===== src/rtl/spd_pkg.sv =====
// Shared types and constants for the shortest-path block.
// Used by spd_ctrl, spd_datapath and shortest_path_dijkstra; no dependencies.
package spd_pkg;

    localparam int SPD_MAX_VERTICES = 16;
    localparam int SPD_WEIGHT_BITS  = 16;

    localparam int VERTEX_W    = 4;
    localparam int WEIGHT_IN_W = 16;
    localparam int COUNT_W     = 5;
    localparam int DIST_W      = 20;

    localparam logic [COUNT_W-1:0] COUNT_RESET = 5'd16;
    localparam logic [DIST_W-1:0]  DIST_MAX    = 20'hFFFFF;

    typedef enum logic [1:0] {
        KIND_ADD   = 2'd0,
        KIND_RUN   = 2'd1,
        KIND_CLEAR = 2'd2,
        KIND_NOP   = 2'd3
    } kind_t;

    typedef struct packed {
        logic latch;
        logic clr_step;
        logic add_read;
        logic add_write1;
        logic add_write2;
        logic init_start;
        logic init_step;
        logic first_round;
        logic relax_step;
        logic next_round;
        logic out_start;
        logic out_read;
        logic out_load;
    } cmd_t;

    typedef struct packed {
        logic add_ok;
        logic clr_done;
        logic init_done;
        logic src_ok;
        logic relax_done;
        logic found;
        logic out_free;
        logic out_last;
    } stat_t;

endpackage


===== src/rtl/spd_ctrl.sv =====
// Sequencer for the shortest-path block: edge updates, clearing sweep, runs.
// Depends on spd_pkg for the command and status structs and the item kinds.
module spd_ctrl
    import spd_pkg::*;
(
    input  logic                clk,
    input  logic                rst_n,
    input  logic                in_valid,
    input  logic [1:0]          kind,
    input  stat_t               stat,
    output logic                in_ready,
    output cmd_t                cmd
);

    typedef enum logic [8:0] {
        S_IDLE    = 9'b000000001,
        S_CLEAR   = 9'b000000010,
        S_ADD_RD  = 9'b000000100,
        S_ADD_CMP = 9'b000001000,
        S_ADD_WR2 = 9'b000010000,
        S_INIT    = 9'b000100000,
        S_RELAX   = 9'b001000000,
        S_OUT_RD  = 9'b010000000,
        S_OUT_LD  = 9'b100000000
    } state_t;

    state_t state_reg;
    state_t state_next;
    logic   accept;

    assign in_ready = (state_reg == S_IDLE);
    assign accept   = in_valid && in_ready;

    always_comb
    begin
        state_next = state_reg;
        cmd        = '0;
        cmd.latch  = accept;
        unique case (state_reg)
            S_IDLE:
            begin
                if (accept)
                begin
                    if (kind == KIND_ADD)
                    begin
                        if (stat.add_ok)
                        begin
                            state_next = S_ADD_RD;
                        end
                    end
                    else if (kind == KIND_RUN)
                    begin
                        cmd.init_start = 1'b1;
                        state_next     = S_INIT;
                    end
                    else if (kind == KIND_CLEAR)
                    begin
                        state_next = S_CLEAR;
                    end
                end
            end
            S_CLEAR:
            begin
                cmd.clr_step = 1'b1;
                if (stat.clr_done)
                begin
                    state_next = S_IDLE;
                end
            end
            S_ADD_RD:
            begin
                cmd.add_read = 1'b1;
                state_next   = S_ADD_CMP;
            end
            S_ADD_CMP:
            begin
                cmd.add_write1 = 1'b1;
                state_next     = S_ADD_WR2;
            end
            S_ADD_WR2:
            begin
                cmd.add_write2 = 1'b1;
                state_next     = S_IDLE;
            end
            S_INIT:
            begin
                cmd.init_step = !stat.init_done;
                if (stat.init_done)
                begin
                    if (stat.src_ok)
                    begin
                        cmd.first_round = 1'b1;
                        state_next      = S_RELAX;
                    end
                    else
                    begin
                        cmd.out_start = 1'b1;
                        state_next    = S_OUT_RD;
                    end
                end
            end
            S_RELAX:
            begin
                cmd.relax_step = 1'b1;
                if (stat.relax_done)
                begin
                    if (stat.found)
                    begin
                        cmd.next_round = 1'b1;
                    end
                    else
                    begin
                        cmd.out_start = 1'b1;
                        state_next    = S_OUT_RD;
                    end
                end
            end
            S_OUT_RD:
            begin
                cmd.out_read = 1'b1;
                state_next   = S_OUT_LD;
            end
            S_OUT_LD:
            begin
                if (stat.out_free)
                begin
                    cmd.out_load = 1'b1;
                    state_next   = stat.out_last ? S_IDLE : S_OUT_RD;
                end
            end
            default:
            begin
                state_next = S_IDLE;
            end
        endcase
    end

    always_ff @(posedge clk or negedge rst_n)
    begin
        if (!rst_n)
        begin
            state_reg <= S_CLEAR;
        end
        else
        begin
            state_reg <= state_next;
        end
    end

endmodule


===== config.mk =====
export PLATFORM = sky130hd
export DESIGN_NAME = spd_ctrl
export DESIGN_NICKNAME = d
export VERILOG_FILES = /design/src/rtl/spd_pkg.sv /design/src/rtl/spd_ctrl.sv
export SDC_FILE = /design/constraint.sdc
export NUM_CORES = 1
export LEC_CHECK = 0
export BUFFER_PORTS_ARGS = -buffer_cell sky130_fd_sc_hd__buf_2
export CORE_MARGIN = 3
export CORE_UTILIZATION = 48
export CTS_CLUSTER_DIAMETER = 200
export DETAILED_ROUTE_END_ITERATION = 6
export GPL_TIMING_DRIVEN = 0
export PLACE_DENSITY = 0.87
export REMOVE_ABC_BUFFERS = 1
export SLEW_MARGIN = 10
export SYNTH_ARGS = -nofsm -noshare
export SYNTH_HDL_FRONTEND = slang
export SYNTH_SLANG_ARGS = --single-unit
export TNS_END_PERCENT = 10

===== constraint.sdc =====
create_clock -name clk -period 2.1 [get_ports clk]
set_input_delay 0.105 -clock clk [delete_from_list [all_inputs] [get_ports clk]]
set_output_delay 0.105 -clock clk [all_outputs]
set_load 0.01 [all_outputs]

# [Word-level counts from Yosys, hierarchy flattened]
# Cells that the tools add are included.
[word_totals] regBits=9 in_bits=13 output_inout_bits=14 wordCells=58
[classes] n_eq_ne=19 n_mux=34 reduce_logical=4
[ops] op="9-bit two-way mux" n=10
[ops] op="9-bit one-hot mux with 8 select lines" n=1
[ops] op="1-bit two-way mux" n=17
[ops] op="8-bit two-way mux" n=2
[ops] op="2-bit inequality test, second input constant" n=5
[ops] op="9-bit by 1-bit equality test with 1-bit output, second input constant" n=1
[ops] op="9-bit by 2-bit equality test with 1-bit output, second input constant" n=1
[ops] op="9-bit by 3-bit equality test with 1-bit output, second input constant" n=1
[ops] op="9-bit by 4-bit equality test with 1-bit output, second input constant" n=1
[ops] op="9-bit by 5-bit equality test with 1-bit output, second input constant" n=1
[ops] op="9-bit by 6-bit equality test with 1-bit output, second input constant" n=1
[ops] op="9-bit by 7-bit equality test with 1-bit output, second input constant" n=1
[ops] op="9-bit by 8-bit equality test with 1-bit output, second input constant" n=1
[ops] op="9-bit equality test, second input constant" n=1
[ops] op="8-bit AND reduction" n=1
[ops] op="2-bit two-way mux" n=3
[ops] op="4-bit by 1-bit inequality test with 1-bit output, second input constant" n=1
[ops] op="3-bit inequality test, second input constant" n=1
[ops] op="2-bit by 1-bit equality test with 1-bit output, second input constant" n=1
[ops] op="2-bit equality test, second input constant" n=1
[ops] op="2-bit zero test" n=1
[ops] op="2-bit by 1-bit inequality test with 1-bit output, second input constant" n=1
[ops] op="1-bit one-hot mux with 2 select lines" n=1
[ops] op="1-bit logical AND" n=1
[ops] op="1-bit zero test" n=1

# [Depth between registers and ports, before layout]
[logic_depth] depth_word=6 mapped_depth=7 depth_no_buf=7

# [Worst setup path after synthesis]
# No wires, ideal clock.
[synth_timing] kind="register to register" from="register state_reg[2]" to="register state_reg[0]" setup_time_ns=0.122 arrival_ns=1.395 setup_slack_ns=0.583 path_stages_with_launch=7 cell_sequence="dfrtp_1 > buf_4 > nor3_2 > nand3b_2 > o21a_1 > a2bb2oi_1 > a32o_1"
[synth_between] elab_chain_len=4 word_cells_on_any_way=19 cone_classes="16 x eq/ne; 1 x mux; 2 x reduce/logical"
[synth_lines] element="from (decl)" line_no="spd_ctrl.sv:27" source="state_t state_reg;"
[synth_lines] element="from (signal assigned)" line_no="spd_ctrl.sv:146" source="state_reg <= state_next;"
[synth_lines] element="9-bit by 1-bit equality test with 1-bit output" line_no="spd_ctrl.sv:31, spd_ctrl.sv:39"
[synth_lines] element="1-bit logical AND" line_no="spd_ctrl.sv:32" source="assign accept = in_valid && in_ready;"
[synth_lines] element="2-bit by 1-bit inequality test with 1-bit output (no source line)"
[synth_lines] element="8-bit AND reduction (no source line)"
# Parallel ways exist; a longest one is shown, timed or not.
# A chain may end at the register's enable or synchronous reset.

==> impl_metrics.yaml <==
layout:
  insertedDiodeCount: 0
  final_util_pct: 62.2
  syn_to_final_growth_pct: 20.0
  drive_above_1_share_pct: 31.4
  layout_common_cells: "buf_2, nor2_1, dfrtp_1"
  nets: 138
  final_common_cell: "buf_2"
  largest_reg_flops: 9
synth:
  synth_area_um2: 790
  synth_fa_ha_area_share_pct: 4.75
  yosys_warnings: 0
  yosysUniqueCellTypes: 42
  syn_inst: 95
  synth-xor-area-share_pct: 1.11
  synth_compound_area_share_pct: 15.7
  synthArstFlopShare_pct: 100
  avgSynthCellArea_um2: 8.31
  muxShareOfSynthArea_pct: 1.27
  synth_top_family_by_area: "simple AND/OR/NAND/NOR gates"
  synth_edf_count: 0
  yosysSeqAreaShare_pct: 28.7
  synthSimpleGateAreaFrac_pct: 42.9
  ys.flop_type: "dfrtp_1"
  ys_seq_elements: 9
worst_setup_path:
  cp_max_fo: 5
  cp-end-kind: "output port"
  reg2reg_from: "state_reg[2]"
  start_kind: "flip-flop"
  cp.required_ps: 2000
  cp.arrival_ps: 1870
  crit_start: "state_reg[0]"
  criticalPathCategory: "reg -> out"
clock_tree:
  htreeDepth: 1
  cts_setup_buffers: 0
  cts_tree: "done"
  root_buffer: "clkbuf_4"
  clk_pin_slew_ps: 70
  cts-resized-gates: 0
  clock-sinks: 9
  insertion_delay_ps: 270
  max-clock-path-buffers: 2
  cts_buffers: 3
  holdBufCountCts: 1
sta:
  skew_ps: 2.20
  relSlewSlack_pct: 67.5
  fin_crit_ps: 1970
  fin_setup_tns_ps: 0
  max_freq_mhz: 507
  worst_pin_slew_ps: 483
  setup_viol: 0
  rsz0062_at_grt: "no"
  final_max_slew_viol_count: 0
  post-route-period-util_pct: 93.9
  hold_viol_final: 0
pwr:
  switching_share_pct: 47.2
  netSwitchingPower_mw: 0.441
  p_comb_share_pct: 54.0
  p_int_mw: 0.493
  ir_drop_uv: 577
  leakage_nw: 0.478
  p_clk_share_pct: 15.8
  p_per_area_nw_per_um2: 986
  pwr-share-seq_pct: 30.2
global_routing:
  grt_pass1_wl_um: 3480
  grt.overflow.total: 0
  track_usage_pct: 22.4
  grt_pass1_vias: 811
  antenna_found_initial: 0
  grt_max_degree: 12
place:
  io_buffers: 26
  gp_congestion: 0.772
  hpwlAfterDp_um: 1550
routing:
  first_pass_iters: 4
  drtIter0Drc: 24
  wire_per_inst_um: 15.1
  post-route-drc-count: 0
  routed_wirelength_um: 2070
  viasPerCell: 6.04
  routed-via-count: 828
  ant_nets: 0
floorplan:
  die_h_um: 46.6
  dieArea_um2: 2170
  dieWidth_um: 46.6
  rows: 14
  start_util_pct: 51.8
  core_um2: 1520
  pin_count: 27
min_path:
  hold_class: "in -> reg"
  worstHoldStart: "stat[1]"
status:
  outcome: "finished clean"
flow_run:
  drv_cap: 0
power groups by stage:
stage / Clock, mW / Combinational [mW] / Sequential, mW
detailed placement: 0 / 0.490 / 0.282
CTS: 0.145 / 0.500 / 0.279
finish: 0.148 / 0.504 / 0.282
floorplan: 0 / 0.372 / 0.265
global placement: 0 / 0.472 / 0.277
global route: 0.152 / 0.557 / 0.289
worst max-delay path, cell delays in order, from the launching register on:
cell     delay (ps)
dfrtp_1         460
nor4_4          370
nand2_2         170
nor3_4          220
nand2_1          80
o22ai_1         140
buf_2           150
area by class of cell:
class / count / area [um2]
inverters: 4 / 15.0
repair buffers: 27 / 140
clock buffers: 4 / 26.3
flip-flops and latches: 9 / 226
fillers: 142 / 577
multi-input cells: 77 / 519
well taps: 16 / 20.0
metal layers:
metal / up-vias / routed length (um) / global-route usage (%)
met3: 15 / 110 / 4.69
met1: 377 / 862 / 27.7
li1: 401 / - / -
met2: 35 / 1010 / 34.9
met4: 0 / 87 / 14.2
met5: - / 0 / 0
final timing paths:
| kind | cells after the start | slack [ps] | endpoint |
|---|---|---|---|
| min in group asynchronous | 2 | 210 | state_reg[7] |
| setup reg to reg | 5 | 390 | state_reg[0] |
| setup / recovery | 6 | 130 | cmd[2] |
| hold / removal | 2 | 40 | state_reg[8] |
| max in group asynchronous | 2 | 1630 | state_reg[1] |
| hold reg to reg | 1 | 670 | state_reg[4] |
per-stage QoR:
stage,cells,instance area [um2],setup slack (ps),hold WS (ps),power [mW]
3_3_place_gp,132,911,459,-27.3,0.749
6_report,137,947,127,36.0,0.934
5_1_grt,137,947,43.8,62.9,0.998
3_5_place_dp,132,911,402,-23.0,0.772
2_1_floorplan,90,761,600,-191,0.637
4_1_cts,137,947,155,39.1,0.924
logic make-up (layout without fill, tap and decap cells):
family | Yosys count | in the layout
mux | 1 | 1
buf+inv | 9 | 35
xor+xnor | 1 | 1
fa+ha+maj | 3 | 3
simple gates | 54 | 54
compound gates | 18 | 18
flops | 9 | 9
cells in the mapped netlist, types with 3 or more instances:
master / n / area [um2]
nor2_1: 9 / 33.8
nand3_1: 3 / 15.0
dfrtp_1: 8 / 200
nor3b_1: 6 / 45.0
nand2b_1: 3 / 18.8
and3_1: 5 / 31.3
inv_1: 3 / 11.3
nor3_1: 6 / 30.0
o21ai_0: 3 / 15.0
ha_1: 3 / 37.5
nand2_1: 7 / 26.3
No activity file was read; power rests on OpenSTA's default activity.
